==> config.mk <==
export PLATFORM = sky130hd
export DESIGN_NAME = parity_coded_radio_pulse_sender_core
export DESIGN_NICKNAME = d
export VERILOG_FILES = /design/src/hdl/prs_pkg.sv /design/src/hdl/prs_front.sv /design/src/hdl/prs_queue.sv /design/src/hdl/prs_back.sv /design/src/hdl/parity_coded_radio_pulse_sender_core.sv
export SDC_FILE = /design/constraint.sdc
export NUM_CORES = 1
export LEC_CHECK = 0
export ABC_AREA = 1
export BUFFER_PORTS_ARGS = -buffer_cell sky130_fd_sc_hd__buf_2
export CAP_MARGIN = 20
export CORE_ASPECT_RATIO = 1.1
export CORE_UTILIZATION = 33
export CTS_CLUSTER_SIZE = 8
export DETAILED_ROUTE_END_ITERATION = 8
export GPL_ROUTABILITY_DRIVEN = 0
export PLACE_DENSITY_LB_ADDON = 0.25
export REMOVE_ABC_BUFFERS = 1
export SYNTH_ARGS = -nofsm -noshare
export SYNTH_HDL_FRONTEND = slang
export SYNTH_SLANG_ARGS = --single-unit
==> constraint.sdc <==
create_clock -name clock -period 2.77 [get_ports clock]
set_clock_uncertainty 0.15 [all_clocks]
set_input_delay 0.1385 -clock clock [delete_from_list [all_inputs] [get_ports clock]]
set_output_delay 0.1385 -clock clock [all_outputs]
set_load 0.1 [all_outputs]
==> src/hdl/prs_pkg.sv <==
// ----------------------------------------------------------------------------
// prs_pkg: shared types and constants of the radio pulse sender
// Holds the phase codes, the queue entry and the register set types.
// ----------------------------------------------------------------------------
package prs_pkg;

   localparam int unsigned WORD_W    = 16;
   localparam int unsigned SAMPLE_W  = 24;
   localparam int unsigned CSR_W     = 16;
   localparam int unsigned REPEAT_W  = 4;
   localparam int unsigned INDEX_W   = 2;
   localparam int unsigned BIT_IDX_W = 4;
   localparam int unsigned RSP_W     = 8;

   localparam logic [WORD_W-1:0] PREAMBLE = 16'hF000;

   localparam logic [CSR_W-1:0]    PRE_BIT_DELAY_RST  = 16'd10;
   localparam logic [CSR_W-1:0]    BIT_DELAY_RST      = 16'd84;
   localparam logic [CSR_W-1:0]    PACKET_DELAY_RST   = 16'd1000;
   localparam logic [REPEAT_W-1:0] PACKET_REPEATS_RST = 4'd3;

   localparam logic [INDEX_W-1:0] REG_PRE_BIT_DELAY  = 2'd0;
   localparam logic [INDEX_W-1:0] REG_BIT_DELAY      = 2'd1;
   localparam logic [INDEX_W-1:0] REG_PACKET_DELAY   = 2'd2;
   localparam logic [INDEX_W-1:0] REG_PACKET_REPEATS = 2'd3;

   typedef enum logic [4:0] {
      PH_IDLE = 5'b00001,
      PH_PRE  = 5'b00010,
      PH_HOLD = 5'b00100,
      PH_LOW  = 5'b01000,
      PH_GAP  = 5'b10000
   } phase_type;

   typedef struct packed {
      logic              is_load;
      logic [WORD_W-1:0] word;
   } entry_type;

   typedef struct packed {
      logic [CSR_W-1:0]    pre_bit_delay;
      logic [CSR_W-1:0]    bit_delay;
      logic [CSR_W-1:0]    packet_delay;
      logic [REPEAT_W-1:0] packet_repeats;
   } csr_type;

endpackage

==> src/hdl/prs_front.sv <==
// ----------------------------------------------------------------------------
// prs_front: request intake and classification
// Accepts request items, tells loads from ticks and builds the coded word.
// ----------------------------------------------------------------------------
module prs_front
   import prs_pkg::*;
(
   input  logic                req_tvalid,
   output logic                req_tready,
   input  logic [SAMPLE_W-1:0] req_tdata,
   input  logic                req_tuser,
   input  logic                q_full,
   output logic                q_push,
   output entry_type           q_entry
);

   function automatic logic [WORD_W-1:0] encode(input logic [SAMPLE_W-1:0] s);
      logic b11, b10, b9, b8, b7, b6, b5;
      logic p4, p3, p2, p1, p0;
      b11 = s[9];
      b10 = s[8];
      b9  = s[7];
      b8  = s[6];
      b7  = s[5];
      b6  = s[4];
      b5  = s[3];
      p4  = b11 ^ b10 ^ b9;
      p3  = b8 ^ b7 ^ b6;
      p2  = b11 ^ b10 ^ b8 ^ b7 ^ b5;
      p1  = b11 ^ b9 ^ b8 ^ b6 ^ b5;
      p0  = b11 ^ b10 ^ b9 ^ b8 ^ b7 ^ b6 ^ b5 ^ p4 ^ p3 ^ p2 ^ p1;
      return PREAMBLE | {4'b0000, s[9:3], p4, p3, p2, p1, p0};
   endfunction

   assign req_tready      = !q_full;
   assign q_push          = req_tvalid && !q_full;
   assign q_entry.is_load = req_tuser;
   assign q_entry.word    = encode(req_tdata);

endmodule

==> src/hdl/prs_queue.sv <==
// ----------------------------------------------------------------------------
// prs_queue: two-entry queue between front and back
// Lets the intake and the timing engine stall independently.
// ----------------------------------------------------------------------------
module prs_queue
   import prs_pkg::*;
(
   input  logic      clock,
   input  logic      reset,
   input  logic      push,
   input  entry_type push_entry,
   input  logic      pop,
   output logic      full,
   output logic      not_empty,
   output entry_type head
);

   entry_type  slot_ff [2];
   logic       wr_ptr_ff, wr_ptr_in;
   logic       rd_ptr_ff, rd_ptr_in;
   logic [1:0] count_ff, count_in;

   assign full      = (count_ff == 2'd2);
   assign not_empty = (count_ff != 2'd0);
   assign head      = slot_ff[rd_ptr_ff];

   always_comb begin
      wr_ptr_in = push ? !wr_ptr_ff : wr_ptr_ff;
      rd_ptr_in = pop ? !rd_ptr_ff : rd_ptr_ff;
      count_in  = count_ff + {1'b0, push} - {1'b0, pop};
   end

   always_ff @(posedge clock) begin
      if (reset) begin
         wr_ptr_ff <= 1'b0;
         rd_ptr_ff <= 1'b0;
         count_ff  <= 2'd0;
      end else begin
         wr_ptr_ff <= wr_ptr_in;
         rd_ptr_ff <= rd_ptr_in;
         count_ff  <= count_in;
      end
   end

   always_ff @(posedge clock) begin
      if (push) begin
         slot_ff[wr_ptr_ff] <= push_entry;
      end
   end

endmodule

==> src/hdl/prs_back.sv <==
// ----------------------------------------------------------------------------
// prs_back: pulse timing engine
// Steps the packet, bit and wait timing once per queued item and registers
// the response item.
// ----------------------------------------------------------------------------
module prs_back
   import prs_pkg::*;
#(
   parameter int unsigned DELAY_WIDTH = 16
)
(
   input  logic             clock,
   input  logic             reset,
   input  csr_type          csr,
   input  logic             q_not_empty,
   input  entry_type        q_head,
   output logic             q_pop,
   output logic             rsp_tvalid,
   input  logic             rsp_tready,
   output logic [RSP_W-1:0] rsp_tdata
);

   localparam int unsigned CNT_W = (DELAY_WIDTH < CSR_W) ? DELAY_WIDTH : CSR_W;

   phase_type             phase_ff, phase_in;
   logic [WORD_W-1:0]     word_ff, word_in;
   logic [CNT_W-1:0]      count_ff, count_in;
   logic [BIT_IDX_W-1:0]  bit_idx_ff, bit_idx_in;
   logic [REPEAT_W-1:0]   left_ff, left_in;
   logic                  rsp_valid_ff, rsp_valid_in;
   logic [4:0]            rsp_data_ff;

   logic                  idle;
   logic [CSR_W-1:0]      sel_delay;
   logic [CNT_W:0]        eff_delay;
   logic [CNT_W:0]        cnt_plus;
   logic                  wait_end;
   logic [REPEAT_W-1:0]   left_dec;
   logic                  wv, wl, rej, done, busy;

   assign q_pop = q_not_empty && (!rsp_valid_ff || rsp_tready);

   always_comb begin
      idle = !((phase_ff == PH_PRE) || (phase_ff == PH_HOLD) ||
               (phase_ff == PH_LOW) || (phase_ff == PH_GAP));
      unique case (phase_ff)
         PH_PRE:  sel_delay = csr.pre_bit_delay;
         PH_GAP:  sel_delay = csr.packet_delay;
         default: sel_delay = csr.bit_delay;
      endcase
      eff_delay = (sel_delay[CNT_W-1:0] == '0) ? (CNT_W+1)'(1)
                                                : {1'b0, sel_delay[CNT_W-1:0]};
      cnt_plus  = {1'b0, count_ff} + (CNT_W+1)'(1);
      wait_end  = (cnt_plus >= eff_delay);
      left_dec  = left_ff - REPEAT_W'(1);
   end

   always_comb begin
      phase_in   = phase_ff;
      word_in    = word_ff;
      count_in   = count_ff;
      bit_idx_in = bit_idx_ff;
      left_in    = left_ff;
      wv         = 1'b0;
      wl         = 1'b0;
      rej        = 1'b0;
      done       = 1'b0;
      if (q_head.is_load) begin
         if (idle) begin
            word_in    = q_head.word;
            phase_in   = PH_PRE;
            count_in   = '0;
            bit_idx_in = '1;
            left_in    = (csr.packet_repeats == '0) ? REPEAT_W'(1) : csr.packet_repeats;
         end else begin
            rej = 1'b1;
         end
      end else begin
         count_in = wait_end ? '0 : cnt_plus[CNT_W-1:0];
         unique case (phase_ff)
            PH_PRE: begin
               if (wait_end) begin
                  wv       = 1'b1;
                  wl       = word_ff[bit_idx_ff];
                  phase_in = PH_HOLD;
               end
            end
            PH_HOLD: begin
               if (wait_end) begin
                  wv       = 1'b1;
                  phase_in = PH_LOW;
               end
            end
            PH_LOW: begin
               if (wait_end) begin
                  if (bit_idx_ff == '0) begin
                     phase_in = PH_GAP;
                  end else begin
                     bit_idx_in = bit_idx_ff - BIT_IDX_W'(1);
                     phase_in   = PH_PRE;
                  end
               end
            end
            PH_GAP: begin
               if (wait_end) begin
                  left_in    = left_dec;
                  bit_idx_in = '1;
                  if (left_dec == '0) begin
                     phase_in = PH_IDLE;
                     done     = 1'b1;
                  end else begin
                     phase_in = PH_PRE;
                  end
               end
            end
            default: begin
               phase_in = PH_IDLE;
               count_in = count_ff;
            end
         endcase
      end
      busy         = (phase_in != PH_IDLE);
      rsp_valid_in = q_pop ? 1'b1 : (rsp_valid_ff && !rsp_tready);
   end

   always_ff @(posedge clock) begin
      if (reset) begin
         phase_ff     <= PH_IDLE;
         word_ff      <= '0;
         count_ff     <= '0;
         bit_idx_ff   <= '1;
         left_ff      <= '0;
         rsp_valid_ff <= 1'b0;
      end else begin
         rsp_valid_ff <= rsp_valid_in;
         if (q_pop) begin
            phase_ff   <= phase_in;
            word_ff    <= word_in;
            count_ff   <= count_in;
            bit_idx_ff <= bit_idx_in;
            left_ff    <= left_in;
         end
      end
   end

   always_ff @(posedge clock) begin
      if (q_pop) begin
         rsp_data_ff <= {done, rej, busy, wl, wv};
      end
   end

   assign rsp_tvalid = rsp_valid_ff;
   assign rsp_tdata  = {3'b000, rsp_data_ff};

   a_done_from_gap: assert property (@(posedge clock) disable iff (reset)
      (q_pop && done) |-> (phase_ff == PH_GAP))
      else $error("transmission ended outside the packet gap");

   a_done_not_busy: assert property (@(posedge clock) disable iff (reset)
      (rsp_valid_ff && rsp_data_ff[4]) |-> !rsp_data_ff[2])
      else $error("done item still reports busy");

   a_level_needs_write: assert property (@(posedge clock) disable iff (reset)
      (rsp_valid_ff && !rsp_data_ff[0]) |-> !rsp_data_ff[1])
      else $error("line level set without a write");

   a_reject_busy: assert property (@(posedge clock) disable iff (reset)
      (rsp_valid_ff && rsp_data_ff[3]) |-> (rsp_data_ff[2] && !rsp_data_ff[0]))
      else $error("rejected load while not busy or with a write");

   a_stall_holds_state: assert property (@(posedge clock) disable iff (reset)
      !q_pop |=> $stable(phase_ff) && $stable(count_ff))
      else $error("timing state moved without an item");

endmodule

==> src/hdl/parity_coded_radio_pulse_sender_core.sv <==
// ----------------------------------------------------------------------------
// parity_coded_radio_pulse_sender_core: parity-coded radio pulse sender
// Builds a parity-protected word from each load item and times its pulses
// onto the radio line, one tick item at a time.
//
//   Channel  Direction  Handshake                Payload
//   req_     in         req_tvalid/req_tready    tuser: req_type, tdata: sample
//   rsp_     out        rsp_tvalid/rsp_tready    tdata: write_valid .. done_res
//   csr_     in         csr_valid/csr_ready      csr_index, csr_data
//
// One item is accepted and one response produced per cycle while the response side
// is not stalled; the timing engine in the back part sets that rate.
// Each item passes through the queue and then the response register before its response appears.
// Reset restores the register defaults, empties the queue and idles the engine.
// A stalled response holds in its register; two queued items absorb the stall.
// ----------------------------------------------------------------------------
module parity_coded_radio_pulse_sender_core
   import prs_pkg::*;
#(
   parameter int unsigned DELAY_WIDTH = 16
)
(
   input  logic                clock,
   input  logic                reset,
   input  logic                req_tvalid,
   output logic                req_tready,
   input  logic [SAMPLE_W-1:0] req_tdata,   // [23:0] sample
   input  logic                req_tuser,   // [0] req_type
   output logic                rsp_tvalid,
   input  logic                rsp_tready,
   output logic [RSP_W-1:0]    rsp_tdata,   // [0] write_valid, [1] write_level,
                                            // [2] busy_res, [3] load_rejected,
                                            // [4] done_res, [7:5] zero
   input  logic                csr_valid,
   output logic                csr_ready,
   input  logic [INDEX_W-1:0]  csr_index,
   input  logic [CSR_W-1:0]    csr_data
);

   csr_type   csr_ff, csr_in;
   logic      q_full, q_push, q_pop, q_not_empty;
   entry_type q_entry, q_head;

   assign csr_ready = 1'b1;

   always_comb begin
      csr_in = csr_ff;
      if (csr_valid) begin
         unique case (csr_index)
            REG_PRE_BIT_DELAY:  csr_in.pre_bit_delay  = csr_data;
            REG_BIT_DELAY:      csr_in.bit_delay      = csr_data;
            REG_PACKET_DELAY:   csr_in.packet_delay   = csr_data;
            REG_PACKET_REPEATS: csr_in.packet_repeats = csr_data[REPEAT_W-1:0];
            default:            csr_in = csr_ff;
         endcase
      end
   end

   always_ff @(posedge clock) begin
      if (reset) begin
         csr_ff.pre_bit_delay  <= PRE_BIT_DELAY_RST;
         csr_ff.bit_delay      <= BIT_DELAY_RST;
         csr_ff.packet_delay   <= PACKET_DELAY_RST;
         csr_ff.packet_repeats <= PACKET_REPEATS_RST;
      end else begin
         csr_ff <= csr_in;
      end
   end

   prs_front u_front (
      .req_tvalid (req_tvalid),
      .req_tready (req_tready),
      .req_tdata  (req_tdata),
      .req_tuser  (req_tuser),
      .q_full     (q_full),
      .q_push     (q_push),
      .q_entry    (q_entry)
   );

   prs_queue u_queue (
      .clock      (clock),
      .reset      (reset),
      .push       (q_push),
      .push_entry (q_entry),
      .pop        (q_pop),
      .full       (q_full),
      .not_empty  (q_not_empty),
      .head       (q_head)
   );

   prs_back #(
      .DELAY_WIDTH (DELAY_WIDTH)
   ) u_back (
      .clock       (clock),
      .reset       (reset),
      .csr         (csr_ff),
      .q_not_empty (q_not_empty),
      .q_head      (q_head),
      .q_pop       (q_pop),
      .rsp_tvalid  (rsp_tvalid),
      .rsp_tready  (rsp_tready),
      .rsp_tdata   (rsp_tdata)
   );

endmodule

* After elaboration in Yosys (flattened, before gate mapping)
Memories as Yosys holds them, arrays and structs flattened. A register that Yosys moved wholly into a read port is not among the register bits.
Index checks and enable logic that the tools add are counted.
** Storage, ports and cells
- Register bits after elaboration :: 107
- Bits in latches :: 0
- Bits in writable memories :: 26
- Memory bits (read-only) :: 0
- Output and inout port bits :: 11
- Memories :: 1
** Memory list
- u_queue.slot_ff :: depth 2, width 13, rd ports 1, clocked after Yosys merged registers in 1, wr ports 1, line prs_queue.sv:18 : entry_type slot_ff [2];
** Operators by class
- $add $sub $neg :: 5
- $mul :: 0
- Div/mod/pow operators :: 0
- $lt $le $gt $ge :: 2
- Equality and inequality tests :: 13
- Shift operators :: 0
- Muxes and demuxes :: 36
- Bitwise gates (word level) :: 24
- Reductions and logical operators :: 35
** Operators by type and width (count)
- $mux 16 :: 5
- $mux 4 :: 10
- $mux 5 :: 7
- $pmux 16 s2 :: 1
- $pmux 5 s4 :: 1
- $xor 1x1->1 :: 19
- $add 16x1->17 const B :: 1
- $ge 17x17->1 :: 1
- $logic_not 16->1 :: 1
- $logic_not 4->1 :: 3
- $mux 1 :: 9
- $pmux 4 s2 :: 1
- $reduce_and 2->1 :: 4
- $reduce_bool 2->1 :: 4
- $sub 4x1->4 const B :: 2
- $eq 2x2->1 const B :: 3
- $ne 3x2->1 const B :: 2
- $reduce_and 3->1 :: 2
- $reduce_and 6->1 :: 1
- $reduce_or 3->1 :: 2
- $eq 5x2->1 const B :: 1
- $eq 5x3->1 const B :: 1
- $eq 5x4->1 const B :: 1
- $eq 5x5->1 const B :: 1
- other kinds (18) :: 32

* Logic depth before layout (Yosys ltp)
- Depth in word-level cells :: 10
- Gate-level depth with buffers :: 23
- Mapped depth without buffers :: 22

* Cells and area by module
A second synthesis with hierarchy kept.
** Second synthesis, totals
- Cell total of the unflattened synthesis :: 951
- Area, all modules :: 7439.6 µm²
** Modules (own cells, without submodules)
- prs_back :: instances 1, cells each 493, area an instance 3474.6 µm²
- parity_coded_radio_pulse_sender_core :: instances 1, cells each 317, area an instance 2167.1 µm²
- prs_queue :: instances 1, cells each 84, area an instance 1505.2 µm²
- prs_front :: instances 1, cells each 57, area an instance 292.8 µm²

* Worst setup path after synthesis
Ideal clock, no wire load.
- Path type :: flip-flop to flip-flop
- Start :: reg u_back.phase_ff[2]
- End :: reg u_back.left_ff[0]
- Arrival :: 2.549 ns
- Required time :: 2.507 ns
- Path slack :: -0.042 ns
- Stages on the path, launching flop included :: 20
- Buffers on the path :: 1
- Path through :: dfxtp_1 nor2_1 nand3_1 inv_2 clkbuf_1 nand2_1 o221ai_1 inv_1 ha_1 nand2_1 nor2_1 nand2_1 o21ai_1 nand2_1 nand3_4 nand2_2 nand2_2 nand2_1 nor2_1 nor2_1
** On the way
- Cells in the longest elaborated chain, start to end :: 7
** RTL lines
- start: declaration :: line prs_back.sv:25 : phase_type phase_ff, phase_in;
- start signal: assignment :: line prs_back.sv:137 : phase_ff <= phase_in;
- $eq 5x5->1 / $eq 5x2->1 (equally long branches)
- $pmux 16 s2 :: line prs_back.sv:46 : unique case (phase_ff)
- $logic_not 16->1 :: line prs_back.sv:51 : eff_delay = (sel_delay[CNT_W-1:0] == '0) ? (CNT_W+1)'(1)
- $mux 16 :: line prs_back.sv:51
- $ge 17x17->1 :: line prs_back.sv:54 : wait_end = (cnt_plus >= eff_delay);
- $reduce_bool 2->1 (no line)
- $reduce_and 4->1 (no line) (*)
- end signal: assignment :: line prs_back.sv:141 : left_ff <= left_in;
- end: declaration :: line prs_back.sv:29 : logic [REPEAT_W-1:0] left_ff, left_in;
Mark *: on every way between the ends. The rest lies on a longest branch, timed or not.
A chain may end at the register's enable or synchronous reset.

* Final worst setup path
- Start :: reg u_back.phase_ff[1]
- End :: reg u_back.phase_ff[4]
** On the way
- Cells in the longest elaborated chain, start to end :: 8
** RTL lines
- $eq 5x5->1 / $eq 5x2->1 (equally long branches)
- $pmux 16 s2 :: line prs_back.sv:46
- $logic_not 16->1 :: line prs_back.sv:51
- $mux 16 :: line prs_back.sv:51
- $ge 17x17->1 :: line prs_back.sv:54
- $mux 5 (on tied branches)
- $pmux 5 s4 :: line prs_back.sv:80 : unique case (phase_ff)
- $mux 5 (*) :: line prs_back.sv:68 : if (q_head.is_load) begin
Marked as above.

==> reports/qor.yml <==
outcome:
  status: "finished, violations left"
  violations: "negative setup slack"
synthesis:
  yosys.area.top_type_share_pct: 30.3
  synth_compound_area_share_pct: 16.0
  muxShareOfSynthArea_pct: 0
  synth_edf_count: 31
  synth_area_um2: 6610
  synthDistinctLibCells: 41
  ys.flop_type: "dfxtp_1"
  syn_inst: 834
  ys_seq_area_share_pct: 44.4
  synthSimpleGateAreaFrac_pct: 21.9
  ys_ff_latch: 131
  synth_top_area_cell: "dfxtp_1"
  async_flop_share_pct: 0
  synthAdderAreaFrac_pct: 4.16
  synth_top_family_by_area: "simple AND/OR/NAND/NOR gates"
  yosysWarnings: 0
  ys_top_cells_by_area: "dfxtp_1, edfxtp_1, nand2_1, inv_1, nor2_1"
  postSynthAreaPerCell_um2: 7.93
  synth_xor_area_share_pct: 3.84
route:
  wirelength_mm: 15.8
  drc_errors: 0
  wl_per_cell_um: 12.9
  vias_per_cell: 4.69
  ant_nets: 0
  initialDrtViolationCount: 213
  dr.pass1.iters: 7
  vias: 5734
global_route:
  grt_overflow_total: 0
  grt_pass1_vias: 5423
  antenna_found_initial: 0
  grt_pass1_wl_mm: 26.3
  grt_max_degree: 37
  grt_util_all_layers_pct: 16.3
critical_path:
  cp_data_arrival_time_ns: 3.03
  cp_slowest_cell: "dfxtp_2"
  r2r_slack_ns: -0.09
  cp-end-kind: "flip-flop"
  cp.required_ns: 2.94
  critical_path_class: "reg2reg"
  crit_fanout: 8
  cpPeakStageDelay_ns: 0.36
  crit_top_cell: "nand2_1"
  critPathLaunchType: "flip-flop"
  cp_cell_sequence: "inv_2, nor2_2, nand3_2, inv_4, buf_8, buf_4, nand2_1, o221ai_2, inv_2, ha_1, nand2_1, nor2_2, nand2_1, o21ai_2, nand2_2, nand3_4, buf_6, nand2_2, nand3_2, nand3_2, nand2_1, inv_1"
floorplanning:
  die_h_um: 150
  coreArea_um2: 19400
  ios: 59
  initial_core_util_pct: 34.1
  dieArea_um2: 20600
  fp.dieW_um: 137
  num_rows: 53
layout:
  final_common_cell: "nand2_1"
  fin_cells: 1223
  drive_gt1_share_pct: 29.0
  areaGrowthSynthToFinish_pct: 35.2
  antennaDiodeCount: 0
  final_cell_area_um2: 8940
  mostFrequentLayoutCells: "nand2_1, inv_1, dfxtp_1, nor2_1, buf_4"
  nets: 1033
sta:
  slew_headroom_pct: 38.7
  slew_violations: 0
  worst_slack_ns: -0.0898
  rsz0062_at_grt: "true"
  fmax_mhz: 350
  setup_viol: 32
  min_period_over_period_pct: 103
  tightest_slew_ns: 0.914
  setup-tns-final_ns: -1.46
  hold_violations: 0
  finalCriticalPeriod_ns: 2.86
clock_tree:
  clock_path_buffers: 2
  root_buffer: "clkbuf_16"
  cts_sinks: 131
  htree_levels: 4
  insertion_delay_ns: 0.43
  clk_transition_reported_paths_ns: 0.06
  cts_tree: "built"
  cts_made_buffers: 17
placement:
  dpl.hpwl_mm: 10.8
  placedCellCount: 1147
  port_buffers: 37
  dpl_cell_area_um2: 7440
  pre_cts_slack_ns: -0.267
worst_hold_path:
  hold_path_class: "in2reg"
power_and_ir_drop:
  p_leak_nw: 3.75
  powerDensity_nw_per_um2: 785
  peakVddDrop_mv: 0.414
flow_run:
  maxCapViolCount: 0
==> metrics by stage <==
| step | total power [W] | hold WS (ns) | util, % |
|---|---|---|---|
| after floorplan | 0.00402 | 0.0509 | - |
| after global placement | 0.00465 | 0.194 | 38.4 |
| final | 0.00702 | 0.0142 | 46.1 |
| after detailed placement | 0.00466 | 0.197 | 38.4 |
| after global routing | 0.00744 | 0.0473 | 46.1 |
| after CTS | 0.00696 | 0.0110 | 44.9 |
==> cell type report <==
| class | count | area (µm²) |
|---|---|---|
| fill | 1913 | 10400 |
| timing repair buffer | 140 | 1110 |
| clock inverter | 15 | 123 |
| multi-input combinational | 548 | 3540 |
| sequential | 131 | 2950 |
| tap | 247 | 309 |
| inverter | 125 | 479 |
| clock buffer | 17 | 425 |
==> flip-flops by register name, summed over array words and instances, names as in the netlist, named ones only <==
signal	count
u_back.phase_ff	5
u_back.left_ff	4
u_queue.count_ff	2
u_back.bit_idx_ff	4
u_back.rsp_data_ff	5
u_queue.wr_ptr_ff	1
csr_ff	52
u_queue.slot_ff	26
u_queue.rd_ptr_ff	1
u_back.count_ff	16
u_back.rsp_tvalid	1
u_back.word_ff	13
==> final timing paths <==
path	startpoint	to	cells past startpoint
setup reg to reg	u_back.phase_ff[1]$_SDFFE_PP0P_	u_back.phase_ff[4]$_SDFFE_PP0P_	22
setup / recovery	u_back.phase_ff[1]$_SDFFE_PP0P_	u_back.phase_ff[4]$_SDFFE_PP0P_	22
hold reg to reg	u_queue.rd_ptr_ff$_SDFFE_PP0P_	u_queue.rd_ptr_ff$_SDFFE_PP0P_	1
hold / removal	csr_valid	csr_ff[1]$_SDFFE_PP1P_	5
==> power breakdown <==
group	internal, W	leakage, nW	switching, W
combinational	0.000812	2.38	0.00163
sequential	0.00231	1.11	0.000182
clock	0.00116	0.259	0.000921
total	0.00428	3.75	0.00273
==> cell usage after synthesis, types with 8 or more instances <==
master / n
a211oi_1: 24
clkbuf_1: 21
nand3_1: 39
ha_1: 22
o221ai_1: 10
o211ai_1: 9
a21oi_1: 56
xnor2_1: 11
dfxtp_1: 100
nor3_1: 8
nand2_2: 14
nand2_1: 144
inv_1: 115
xor2_1: 18
nand4_1: 13
o21ai_0: 56
a21oi_2: 10
nor2_1: 85
edfxtp_1: 31
==> cells by family (layout without fill, tap and decap cells) <==
family,after synthesis,in the layout
AND/OR/NAND/NOR,321,321
AO/OA/AOI/OAI,172,172
buffers and inverters,157,297
flip-flops,131,131
XOR/XNOR,29,29
adder cells (fa/ha/maj),22,22
other,2,4
==> worst max-delay path, delay by kind of cell (launching register included) <==
family                     cells  cell delay [ns]
buffers and inverters          7             0.69
and+or+nand+nor               12             1.08
adders and majority gates      1             0.29
DFF                            1             0.36
AOI/OAI and AO/OA              2             0.20
==> routing by layer <==
metal | share of wire [%] | GRT usage [%] | vias to the layer above | wire (µm)
met2 | 48 | 26.6 | 68 | 7630
li1 | - | - | 3003 | -
met1 | 48 | 21.4 | 2650 | 7550
met5 | 0 | 0 | - | 0
met4 | 1.0 | 5.44 | 0 | 161
met3 | 3.0 | 3.43 | 13 | 467
==> what timing repair did <==
action                                  4_1_cts  5_1_grt
gates cloned                                  1        0
setup buffers                                 9        4
pin swaps                                    43       29
endpoints found under the setup margin       33       33
hold endpoints to repair                     74        0
resized for setup                            79       46
hold buffers                                 30        0
Note: power is estimated with default switching activity, not from simulation.
